File: config.mk
export PLATFORM = sky130hd
export DESIGN_NAME = multi_channel_timer_bank_unit
export DESIGN_NICKNAME = d
export VERILOG_FILES = /design/src/sv/mctb_pkg.sv /design/src/sv/mctb_front.sv /design/src/sv/mctb_back.sv /design/src/sv/multi_channel_timer_bank_unit.sv
export VERILOG_INCLUDE_DIRS = /design/src /design/src/sv
export SDC_FILE = /design/constraint.sdc
export NUM_CORES = 2
export LEC_CHECK = 0
export ABC_AREA = 0
export BUFFER_PORTS_ARGS = -buffer_cell sky130_fd_sc_hd__buf_2
export CORE_ASPECT_RATIO = 1.75
export CORE_MARGIN = 2
export CORE_UTILIZATION = 55
export CTS_CLUSTER_SIZE = 14
export DETAILED_ROUTE_END_ITERATION = 6
export PLACE_DENSITY = 0.75
export SLEW_MARGIN = 40
export SYNTH_ARGS = -nofsm -noshare
export SYNTH_HDL_FRONTEND = slang
export SYNTH_SLANG_ARGS = --single-unit
File: constraint.sdc
create_clock -name clock -period 22.8 [get_ports clock]
set_input_delay 4.56 -clock clock [delete_from_list [all_inputs] [get_ports clock]]
set_output_delay 4.56 -clock clock [all_outputs]
set_load 0.05 [all_outputs]
File: src/sv/multi_channel_timer_bank_unit_macros.svh
// assertion macros used by the timer bank back end (mctb_back)
`ifndef MULTI_CHANNEL_TIMER_BANK_UNIT_MACROS_SVH
`define MULTI_CHANNEL_TIMER_BANK_UNIT_MACROS_SVH

// condition holds at every edge out of reset
`define MCTB_ASSERT_ALWAYS(name, clk, rst, cond) \
   name: assert property (@(posedge clk) disable iff (rst) (cond)) \
      else $error("mctb: invariant violated");

// consequent holds in the same cycle as the antecedent
`define MCTB_ASSERT_IMPLY(name, clk, rst, ante, cons) \
   name: assert property (@(posedge clk) disable iff (rst) (ante) |-> (cons)) \
      else $error("mctb: implication violated");

// consequent holds in the cycle after the antecedent
`define MCTB_ASSERT_NEXT(name, clk, rst, ante, cons) \
   name: assert property (@(posedge clk) disable iff (rst) (ante) |=> (cons)) \
      else $error("mctb: next-cycle check violated");

`endif

File: src/sv/mctb_pkg.sv
package mctb_pkg;

   localparam int NumSlotsDef = 16;
   localparam int MaxResults  = 16;
   localparam int ResCntW     = 5;
   localparam int ResIdxW     = 4;
   localparam int UsPerMs     = 1000;
   localparam int TimeW       = 48;
   localparam int IvlW        = 32;
   localparam int ProdW       = 42;
   localparam int NtW         = 40;
   localparam int RemW        = 10;
   localparam int ExtW        = 9;
   localparam int DivCntW     = 6;
   localparam logic [TimeW-1:0] TimeMax = '1;

   // division by 1000 in 16-bit chunks: remainder and chunk make a 26-bit value,
   // whose quotient is (value * ceil(2^36 / 1000)) >> 36, exact below 2^26
   localparam int ChunkW     = 16;
   localparam int ValW       = 26;
   localparam int RecipW     = 53;
   localparam int RecipShift = 36;
   localparam logic [26:0] RecipM = 27'd68719477;
   localparam int DivSteps   = 6;

   typedef enum logic [1:0] {
      CMD_CREATE = 2'd0,
      CMD_CANCEL = 2'd1,
      CMD_RESET  = 2'd2,
      CMD_RUN    = 2'd3
   } cmd_type;

   typedef enum logic [1:0] {
      ST_OK       = 2'd0,
      ST_FULL     = 2'd1,
      ST_INACTIVE = 2'd2
   } status_type;

   typedef struct packed {
      logic [1:0]       command;
      logic [3:0]       slot_index;
      logic [IvlW-1:0]  interval_ms;
      logic             repeat_mode;
      logic [TimeW-1:0] now_us;
   } req_type;

   typedef struct packed {
      logic [3:0]            slot_out;
      logic [1:0]            status;
      logic                  fired;
      logic signed [NtW-1:0] next_timeout_ms;
      logic                  last_result;
   } rsp_type;

   // classified command handed from front to back
   typedef struct packed {
      cmd_type          cmd;
      logic [3:0]       idx;
      logic [IvlW-1:0]  ivl;
      logic             rep;
      logic [TimeW-1:0] now;
   } job_type;

   typedef struct packed {
      logic [3:0] slot;
      status_type status;
      logic       fired;
   } res_type;

endpackage

File: src/sv/mctb_front.sv
module mctb_front (
   input  logic              clock,
   input  logic              reset,
   input  mctb_pkg::req_type req_data,
   input  logic              req_valid,
   output logic              req_stall,
   output mctb_pkg::job_type job_data,
   output logic              job_valid,
   input  logic              job_pop
);
   import mctb_pkg::*;

   job_type    q_ff [2];
   logic       wr_ptr_ff, wr_ptr_in;
   logic       rd_ptr_ff, rd_ptr_in;
   logic [1:0] cnt_ff, cnt_in;
   job_type    job_in;
   logic       push, pop;

   // decode the command code into its enum
   always_comb begin
      job_in.cmd = cmd_type'(req_data.command);
      job_in.idx = req_data.slot_index;
      job_in.ivl = req_data.interval_ms;
      job_in.rep = req_data.repeat_mode;
      job_in.now = req_data.now_us;
   end

   assign req_stall = (cnt_ff == 2'd2);
   assign job_valid = (cnt_ff != 2'd0);
   assign job_data  = q_ff[rd_ptr_ff];
   assign push      = req_valid && !req_stall;
   assign pop       = job_pop && job_valid;

   always_comb begin
      wr_ptr_in = push ? !wr_ptr_ff : wr_ptr_ff;
      rd_ptr_in = pop ? !rd_ptr_ff : rd_ptr_ff;
      cnt_in    = cnt_ff + {1'b0, push} - {1'b0, pop};
   end

   always_ff @(posedge clock) begin
      if (push) begin
         q_ff[wr_ptr_ff] <= job_in;
      end
   end

   always_ff @(posedge clock) begin
      if (reset) begin
         wr_ptr_ff <= 1'b0;
         rd_ptr_ff <= 1'b0;
         cnt_ff    <= 2'd0;
      end else begin
         wr_ptr_ff <= wr_ptr_in;
         rd_ptr_ff <= rd_ptr_in;
         cnt_ff    <= cnt_in;
      end
   end

endmodule

File: src/sv/mctb_back.sv
`include "multi_channel_timer_bank_unit_macros.svh"

module mctb_back #(
   parameter int NUM_SLOTS = mctb_pkg::NumSlotsDef
) (
   input  logic              clock,
   input  logic              reset,
   input  mctb_pkg::job_type job_data,
   input  logic              job_valid,
   output logic              job_pop,
   output mctb_pkg::rsp_type rsp_data,
   output logic              rsp_valid,
   input  logic              rsp_stall
);
   import mctb_pkg::*;

   localparam int SlotW = (NUM_SLOTS > 1) ? $clog2(NUM_SLOTS) : 1;

   typedef enum logic [2:0] {
      S_IDLE, S_READ, S_MUL, S_UPD, S_DIFF, S_DIV, S_EMIT
   } state_type;

   state_type             state_ff, state_in;
   job_type               job_ff, job_in;
   logic [SlotW-1:0]      slot_ff, slot_in;
   logic [NUM_SLOTS-1:0]  active_ff, active_in;
   logic                  found_ff, found_in;
   logic                  any_ff, any_in;
   logic [TimeW-1:0]      best_ff, best_in;
   logic [TimeW-1:0]      base_ff, base_in;
   logic [ProdW-1:0]      prod_ff, prod_in;
   res_type               res_buf_ff [MaxResults];
   logic [ResCntW-1:0]    res_cnt_ff, res_cnt_in;
   logic [ResIdxW-1:0]    emit_idx_ff, emit_idx_in;
   logic [TimeW-1:0]      dvd_ff, dvd_in;
   logic [RemW-1:0]       rem_ff, rem_in;
   logic [DivCntW-1:0]    div_cnt_ff, div_cnt_in;
   logic [RecipW-1:0]     recip_ff, recip_in;
   logic [NtW-1:0]        nt_ff, nt_in;
   rsp_type               rsp_ff, rsp_in;
   logic                  rsp_valid_ff, rsp_valid_in;

   // slot stores, read data registered
   logic [TimeW-1:0] dl_mem  [NUM_SLOTS];
   logic [IvlW-1:0]  ivl_mem [NUM_SLOTS];
   logic             per_mem [NUM_SLOTS];
   logic [TimeW-1:0] dl_rd_ff;
   logic [IvlW-1:0]  ivl_rd_ff;
   logic             per_rd_ff;

   logic             dl_we, cfg_we;
   logic [TimeW-1:0] dl_wdata;
   logic             res_we;
   logic [ResIdxW-1:0] res_widx;
   res_type          res_wdata;

   logic [TimeW:0]   sum;
   logic [TimeW-1:0] sat;
   logic             act, new_act, hit, rsp_load, is_last;
   logic [TimeW-1:0] new_dl;
   logic [IvlW-1:0]  mul_op;
   logic [ValW-1:0]   dval;
   logic [ChunkW-1:0] qdig;
   logic [ValW-1:0]   qprod;

   assign rsp_data  = rsp_ff;
   assign rsp_valid = rsp_valid_ff;
   assign job_pop   = (state_ff == S_IDLE) && job_valid;
   assign rsp_load  = !rsp_valid_ff || !rsp_stall;
   assign is_last   = ({1'b0, emit_idx_ff} + 5'd1) == res_cnt_ff;

   always_comb begin
      sum    = {1'b0, base_ff} + {{(TimeW + 1 - ProdW){1'b0}}, prod_ff};
      sat    = sum[TimeW] ? TimeMax : sum[TimeW-1:0];
      act    = active_ff[slot_ff];
      hit    = (ExtW'(job_ff.idx) == ExtW'(slot_ff));
      mul_op = (job_ff.cmd == CMD_CREATE) ? job_ff.ivl : ivl_rd_ff;
      dval   = {rem_ff, dvd_ff[TimeW-1 -: ChunkW]};
      qdig   = recip_ff[RecipShift +: ChunkW];
      qprod  = ValW'(qdig) * ValW'(UsPerMs);
   end

   always_comb begin
      state_in     = state_ff;
      job_in       = job_ff;
      slot_in      = slot_ff;
      active_in    = active_ff;
      found_in     = found_ff;
      any_in       = any_ff;
      best_in      = best_ff;
      base_in      = base_ff;
      prod_in      = prod_ff;
      res_cnt_in   = res_cnt_ff;
      emit_idx_in  = emit_idx_ff;
      dvd_in       = dvd_ff;
      rem_in       = rem_ff;
      div_cnt_in   = div_cnt_ff;
      recip_in     = recip_ff;
      nt_in        = nt_ff;
      rsp_in       = rsp_ff;
      rsp_valid_in = rsp_valid_ff && rsp_stall;
      dl_we        = 1'b0;
      cfg_we       = 1'b0;
      dl_wdata     = sat;
      res_we       = 1'b0;
      res_widx     = res_cnt_ff[ResIdxW-1:0];
      res_wdata    = '{slot: 4'd0, status: ST_OK, fired: 1'b0};
      new_act      = act;
      new_dl       = dl_rd_ff;
      case (state_ff)
         S_IDLE: begin
            if (job_valid) begin
               job_in      = job_data;
               slot_in     = '0;
               found_in    = 1'b0;
               any_in      = 1'b0;
               emit_idx_in = '0;
               state_in    = S_READ;
               // single-result commands start from their failure answer
               res_widx    = '0;
               case (job_data.cmd)
                  CMD_CREATE: begin
                     res_we     = 1'b1;
                     res_wdata  = '{slot: 4'd0, status: ST_FULL, fired: 1'b0};
                     res_cnt_in = 5'd1;
                  end
                  CMD_CANCEL, CMD_RESET: begin
                     res_we     = 1'b1;
                     res_wdata  = '{slot: job_data.idx, status: ST_INACTIVE, fired: 1'b0};
                     res_cnt_in = 5'd1;
                  end
                  default: begin
                     res_cnt_in = '0;
                  end
               endcase
            end
         end
         S_READ: begin
            state_in = S_MUL;
         end
         S_MUL: begin
            prod_in  = ProdW'(mul_op) * ProdW'(UsPerMs);
            base_in  = (job_ff.cmd == CMD_RUN) ? dl_rd_ff : job_ff.now;
            state_in = S_UPD;
         end
         S_UPD: begin
            case (job_ff.cmd)
               CMD_CREATE: begin
                  if (!act && !found_ff) begin
                     new_act   = 1'b1;
                     new_dl    = sat;
                     dl_we     = 1'b1;
                     cfg_we    = 1'b1;
                     found_in  = 1'b1;
                     res_we    = 1'b1;
                     res_widx  = '0;
                     res_wdata = '{slot: 4'(slot_ff), status: ST_OK, fired: 1'b0};
                  end
               end
               CMD_CANCEL: begin
                  if (hit && act) begin
                     new_act   = 1'b0;
                     res_we    = 1'b1;
                     res_widx  = '0;
                     res_wdata = '{slot: job_ff.idx, status: ST_OK, fired: 1'b0};
                  end
               end
               CMD_RESET: begin
                  if (hit && act) begin
                     new_dl    = sat;
                     dl_we     = 1'b1;
                     res_we    = 1'b1;
                     res_widx  = '0;
                     res_wdata = '{slot: job_ff.idx, status: ST_OK, fired: 1'b0};
                  end
               end
               default: begin
                  if (act && (dl_rd_ff <= job_ff.now) &&
                      (res_cnt_ff < ResCntW'(MaxResults))) begin
                     if (per_rd_ff) begin
                        new_dl = sat;
                        dl_we  = 1'b1;
                     end else begin
                        new_act = 1'b0;
                     end
                     res_we     = 1'b1;
                     res_wdata  = '{slot: 4'(slot_ff), status: ST_OK, fired: 1'b1};
                     res_cnt_in = res_cnt_ff + 5'd1;
                  end
               end
            endcase
            active_in[slot_ff] = new_act;
            // running minimum over the updated deadlines
            if (new_act && (!any_ff || (new_dl < best_ff))) begin
               best_in = new_dl;
               any_in  = 1'b1;
            end
            if (slot_ff == SlotW'(NUM_SLOTS - 1)) begin
               state_in = S_DIFF;
            end else begin
               slot_in  = slot_ff + 1'b1;
               state_in = S_READ;
            end
         end
         S_DIFF: begin
            if (res_cnt_ff == '0) begin
               res_we     = 1'b1;
               res_widx   = '0;
               res_cnt_in = 5'd1;
            end
            rem_in     = '0;
            div_cnt_in = '0;
            dvd_in     = best_ff - job_ff.now;
            if (!any_ff) begin
               nt_in    = '1;
               state_in = S_EMIT;
            end else if (best_ff <= job_ff.now) begin
               nt_in    = '0;
               state_in = S_EMIT;
            end else begin
               state_in = S_DIV;
            end
         end
         S_DIV: begin
            // division by 1000, one 16-bit chunk at a time: a reciprocal multiply step,
            // then a quotient digit and remainder step
            if (!div_cnt_ff[0]) begin
               recip_in = RecipW'(dval) * RecipW'(RecipM);
            end else begin
               rem_in = RemW'(dval - qprod);
               dvd_in = {dvd_ff[TimeW-ChunkW-1:0], qdig};
            end
            div_cnt_in = div_cnt_ff + 1'b1;
            if (div_cnt_ff == DivCntW'(DivSteps - 1)) begin
               nt_in    = dvd_in[NtW-1:0];
               state_in = S_EMIT;
            end
         end
         S_EMIT: begin
            if (rsp_load) begin
               rsp_in.slot_out        = res_buf_ff[emit_idx_ff].slot;
               rsp_in.status          = res_buf_ff[emit_idx_ff].status;
               rsp_in.fired           = res_buf_ff[emit_idx_ff].fired;
               rsp_in.next_timeout_ms = nt_ff;
               rsp_in.last_result     = is_last;
               rsp_valid_in           = 1'b1;
               emit_idx_in            = emit_idx_ff + 1'b1;
               if (is_last) begin
                  state_in = S_IDLE;
               end
            end
         end
         default: begin
            state_in = S_IDLE;
         end
      endcase
   end

   always_ff @(posedge clock) begin
      if (dl_we) begin
         dl_mem[slot_ff] <= dl_wdata;
      end
      if (cfg_we) begin
         ivl_mem[slot_ff] <= job_ff.ivl;
         per_mem[slot_ff] <= job_ff.rep;
      end
      dl_rd_ff  <= dl_mem[slot_ff];
      ivl_rd_ff <= ivl_mem[slot_ff];
      per_rd_ff <= per_mem[slot_ff];
   end

   always_ff @(posedge clock) begin
      if (reset) begin
         state_ff     <= S_IDLE;
         active_ff    <= '0;
         res_cnt_ff   <= '0;
         rsp_valid_ff <= 1'b0;
      end else begin
         state_ff     <= state_in;
         job_ff       <= job_in;
         slot_ff      <= slot_in;
         active_ff    <= active_in;
         found_ff     <= found_in;
         any_ff       <= any_in;
         best_ff      <= best_in;
         base_ff      <= base_in;
         prod_ff      <= prod_in;
         res_cnt_ff   <= res_cnt_in;
         emit_idx_ff  <= emit_idx_in;
         dvd_ff       <= dvd_in;
         rem_ff       <= rem_in;
         div_cnt_ff   <= div_cnt_in;
         recip_ff     <= recip_in;
         nt_ff        <= nt_in;
         rsp_ff       <= rsp_in;
         rsp_valid_ff <= rsp_valid_in;
         if (res_we) begin
            res_buf_ff[res_widx] <= res_wdata;
         end
      end
   end

   `MCTB_ASSERT_ALWAYS(a_res_cnt_max, clock, reset, res_cnt_ff <= ResCntW'(MaxResults))
   `MCTB_ASSERT_IMPLY(a_emit_nonempty, clock, reset, state_ff == S_EMIT, res_cnt_ff != '0)
   `MCTB_ASSERT_NEXT(a_last_to_idle, clock, reset, (state_ff == S_EMIT) && rsp_load && is_last, (state_ff == S_IDLE) && rsp_valid_ff && rsp_ff.last_result)

endmodule

File: src/sv/multi_channel_timer_bank_unit.sv
// timer bank: a set of one-shot or periodic timer slots driven by host commands
// req channel: one item per command (create, cancel, reset, run expiry check),
//   each carrying the current time in microseconds
// rsp channel: one result per create/cancel/reset, one per fired slot on run
//   (up to 16, ascending slot order) or a single empty result when none fired;
//   last_result marks the final result of an item, and every result carries
//   the milliseconds to the earliest remaining deadline
// operation: a command makes one pass over all slots (read, multiply, update
//   per slot), then a division by 1000 in 16-bit chunks when a deadline lies
//   ahead, then one result per cycle while rsp is not stalled
// throughput: one command at a time in the back end; a two-entry queue in the
//   front lets the host post the next command while the current one runs
// reset: all slots become free, queue and output register empty
// stall on rsp holds the current result in the output register and pauses the
//   back end; the front keeps taking items until its queue fills
module multi_channel_timer_bank_unit #(
   parameter int NUM_SLOTS = mctb_pkg::NumSlotsDef
) (
   input  logic              clock,
   input  logic              reset,
   input  mctb_pkg::req_type req_data,
   input  logic              req_valid,
   output logic              req_stall,
   output mctb_pkg::rsp_type rsp_data,
   output logic              rsp_valid,
   input  logic              rsp_stall
);
   import mctb_pkg::*;

   // classified commands between front and back
   job_type job_data;
   logic    job_valid;
   logic    job_pop;

   // front: accept, decode and queue
   mctb_front u_front (
      .clock     (clock),
      .reset     (reset),
      .req_data  (req_data),
      .req_valid (req_valid),
      .req_stall (req_stall),
      .job_data  (job_data),
      .job_valid (job_valid),
      .job_pop   (job_pop)
   );

   // back: slot pass, next-timeout division and result output
   mctb_back #(
      .NUM_SLOTS (NUM_SLOTS)
   ) u_back (
      .clock     (clock),
      .reset     (reset),
      .job_data  (job_data),
      .job_valid (job_valid),
      .job_pop   (job_pop),
      .rsp_data  (rsp_data),
      .rsp_valid (rsp_valid),
      .rsp_stall (rsp_stall)
   );

endmodule

==> flow_summary_export.csv <==
group,metric,value,unit
timing,finalSetupViolations,0,
timing,period_share,0.356,
clocking,clk_path_buf_depth,4,
clocking,cts_max_level,4,
layout,finalNetCount,7434,
worst_setup_path,crit_arrival,8.65,ns
floorplanning,fp.dieW,328,um
worst_setup_path,start_kind,"flip-flop",
timing,fin_tns_setup,0,ns
place,gp_congestion,1.00,
detailed_routing,drt-wirelength-per-cell,28.8,um
yosys,synth_top_cells_by_area,"edfxtp_1, mux4_2, ha_1",
run_status,status,"completed",
yosys,yosys_warnings,0,
clocking,cts_tree,"yes",
yosys,yosys.area.top_type_share,0.590,
place,port_buffers,140,
job,max_cap_viol_count,0,
floorplanning,num_rows,208,
yosys,synth-edff-count,1982,
grt,grt_pass1_vias,57535,
timing,tightest_slew,0.884,ns
timing,clock.fmax,0.123,GHz
floorplanning,io-pin-count,141,
place,hpwlAfterDp,178000,um
yosys,synthArstFlopShare,0,
worst_setup_path,critPathTopFamily,"adder cells",
worst_setup_path,path_cells,"inv_1, ha_1, inv_1, fa_1, fa_1, inv_1, fa_1, fa_1, fa_1, inv_1, fa_1, ha_1, a21o_1, a211oi_1, o221ai_1, nand2_1, o21ai_0, o41ai_1, o21ai_1, a211o_1, a21oi_1, xnor2_1",
timing,relSlewSlack,0.406,
clocking,postCtsSetupBuffers,0,
yosys,synthFlopType,"edfxtp_1",
detailed_routing,drc,0,
grt,grt_antenna_before_repair,6,
floorplanning,die-area,187000,um2
grt,groute.usage.overall,0.280,
worst_setup_path,cp_max_fo,11,
worst_setup_path,critPathMaxStageDelay,0.82,ns
clocking,clk_latency,0.86,ns
worst_setup_path,crit_top_cell,"fa_1",
clocking,cts_buffers,191,
floorplanning,start_util,0.551,
detailed_routing,routed_via_density,6.13,
layout,syn_to_final_growth,10.0,%
grt,grt_pass1_wl,378000,um
timing,min_period,8.11,ns
yosys,synth_cell_types,81,
detailed_routing,postRouteAntennaNets,0,
timing,slew_viol_final,0,
yosys,ys_seq_elements,2093,
detailed_routing,dr.pass1.iters,6,
yosys,synth_nets,7221,
worst_setup_path,worst_ep_required_time,23.35,ns
clocking,cts.sinks,2093,
yosys,seq_area_frac_synth,0.612,
worst_setup_path,critPathSlowestCell,"edfxtp_1",
timing,final_hold_viol_count,0,
floorplanning,core_area,183000,um2
worst_setup_path,cp-end-kind,"flip-flop",
layout,drive_gt1_frac,0.170,
detailed_routing,vias,55221,
worst_setup_path,worst-path-buf-inv,4,
timing,fin_skew,0.0699,ns
grt,grt_max_degree,98,
yosys,syn_avg_cell_area,16.2,um2
detailed_routing,drtIter0Drc,5577,
worst_setup_path,crit_type,"flip-flop to flip-flop",
hold_path,hold_path_class,"flip-flop to flip-flop",
layout,n_fill_cell,13197,
clocking,ctsResizeCount,0,
yosys,syn_inst,6227,
clocking,cts-root-buf,"clkbuf_16",
clocking,hold_buffers,0,
yosys,synth_area,101000,um2
clocking,clkTransAtPathRegs,0.06,ns
floorplanning,dieHeight,571,um
detailed_routing,wirelength,260000,um
timing,rsz0062_at_grt,"false",
yosys,yosys.area.top_type,"edfxtp_1",
grt,grt_remaining_overflow,0,
[worst register-to-register path, stage by stage, from the launching register on]
cell and delay [ns]:
edfxtp_1 0.82, inv_1 0.12, ha_1 0.31, inv_1 0.08
fa_1 0.45, fa_1 0.54, inv_1 0.06, fa_1 0.49
fa_1 0.52, fa_1 0.50, inv_1 0.05, fa_1 0.45
ha_1 0.31, a21o_1 0.16, a211oi_1 0.54, o221ai_1 0.43
nand2_1 0.13, o21ai_0 0.25, o41ai_1 0.67, o21ai_1 0.35
a211o_1 0.37, a21oi_1 0.18, xnor2_1 0.08
[per-layer routing]
layer  track usage  wire [um]  vias to the layer above
met1         0.311      88300                    28352
met4         0.176      19600                        2
met5             0         11                        -
met3        0.0283      13300                      658
met2         0.512     139000                     2216
li1              -          -                    23993
[layout make-up]
type                            count  area (um2)  area share
Antenna cell                        3        7.51   0.0000676
Clock buffer                      298        5330      0.0480
Clock inverter                     44         549     0.00495
Inverter                          652        2450      0.0221
Multi-Input combinational cell   3265       36300       0.327
Sequential cell                  2093       61700       0.556
Tap cell                         2415        3020      0.0272
Timing Repair Buffer              237        1600      0.0145
[registers in the layout (all words and copies together), names as in the netlist, 10 cells and up, named ones only]
signal	cells
u_back.dl_mem	768
u_back.ivl_mem	512
u_front.q_ff	174
u_back.res_buf_ff	112
u_back.job_ff	87
u_back.base_ff	48
u_back.best_ff	48
u_back.dl_rd_ff	48
u_back.dvd_ff	48
u_back.rsp_data	48
u_back.nt_ff	40
u_back.prod_ff	39
u_back.ivl_rd_ff	32
u_back.active_ff	16
u_back.per_mem	16
u_back.recip_ff	16
u_back.rem_ff	10
[Yosys cell counts (all sizes together), types with 11 or more instances]
cell and count:
buf 65, o21a 26, nand2 215, a21oi 228, nor2 243, mux2 118, mux2i 29, ha 567
xnor2 104, inv 652, fa 336, nor3 45, xor2 64, mux4 445, nand2b 30, dfxtp 111
o31ai 11, or2 14, o21bai 13, a21o 121, a31oi 20, clkbuf 152, nand4 44, and2 13
nand3 78, or3 12, a211oi 61, o211ai 13, edfxtp 1982, and3 22, nor2b 54, a221oi 41
o21ai 178
[cells by family after synthesis]
group,Yosys count,share of synthesized area
DFF,2093,0.612
adders and majority gates,903,0.137
buffers and inverters,869,0.0325
AOI/OAI and AO/OA,801,0.0513
and+or+nand+nor,801,0.0373
muxes,592,0.115
xor gates and xnor gates,168,0.0146
[per-stage QoR]
| stage | hold slack (ns) | cells | instance area [um2] | util | setup slack (ns) |
|---|---|---|---|---|---|
| 2_1_floorplan | 0.400 | 6227 | 101000 | - | 9.07 |
| 3_3_place_gp | 0.406 | 8656 | 105000 | 0.573 | 14.84 |
| 3_5_place_dp | 0.413 | 8660 | 105000 | 0.574 | 14.69 |
| 4_1_cts | 0.412 | 9002 | 111000 | 0.606 | 14.69 |
| 5_1_grt | 0.430 | 9005 | 111000 | 0.607 | 14.38 |
| 6_report | 0.413 | 9007 | 111000 | 0.607 | 14.69 |
[path summary, 6_finish.rpt]
path / slack [ns] / to / depth (start not counted) / startpoint
setup / recovery: 14.69 / u_back.recip_ff[51]$_DFFE_PP_ / 22 / u_back.dvd_ff[41]$_DFFE_PP_
hold / removal: 0.41 / u_back.rsp_data[36]$_DFFE_PP_ / 0 / u_back.nt_ff[35]$_DFFE_PP_
setup reg to reg: 14.69 / u_back.recip_ff[51]$_DFFE_PP_ / 22 / u_back.dvd_ff[41]$_DFFE_PP_
hold reg to reg: 0.41 / u_back.rsp_data[36]$_DFFE_PP_ / 0 / u_back.nt_ff[35]$_DFFE_PP_
[placed cells by master, fill, tap and decap left out, types with 60 or more instances in the layout]
cell,instances
a211oi_1,60
a21o_1,121
a21oi_1,226
buf_2,140
buf_4,75
clkbuf_1,97
clkbuf_16,195
dfxtp_1,110
edfxtp_1,1982
fa_1,336
ha_1,565
inv_1,650
mux2_2,118
mux4_2,445
nand2_1,213
nand3_1,78
nor2_1,213
o21ai_0,168
xnor2_1,101
xor2_1,62
Power is left out: the tool's default activity adds up to more than one toggle a clock period on the data nets, which glitch-free logic cannot reach.
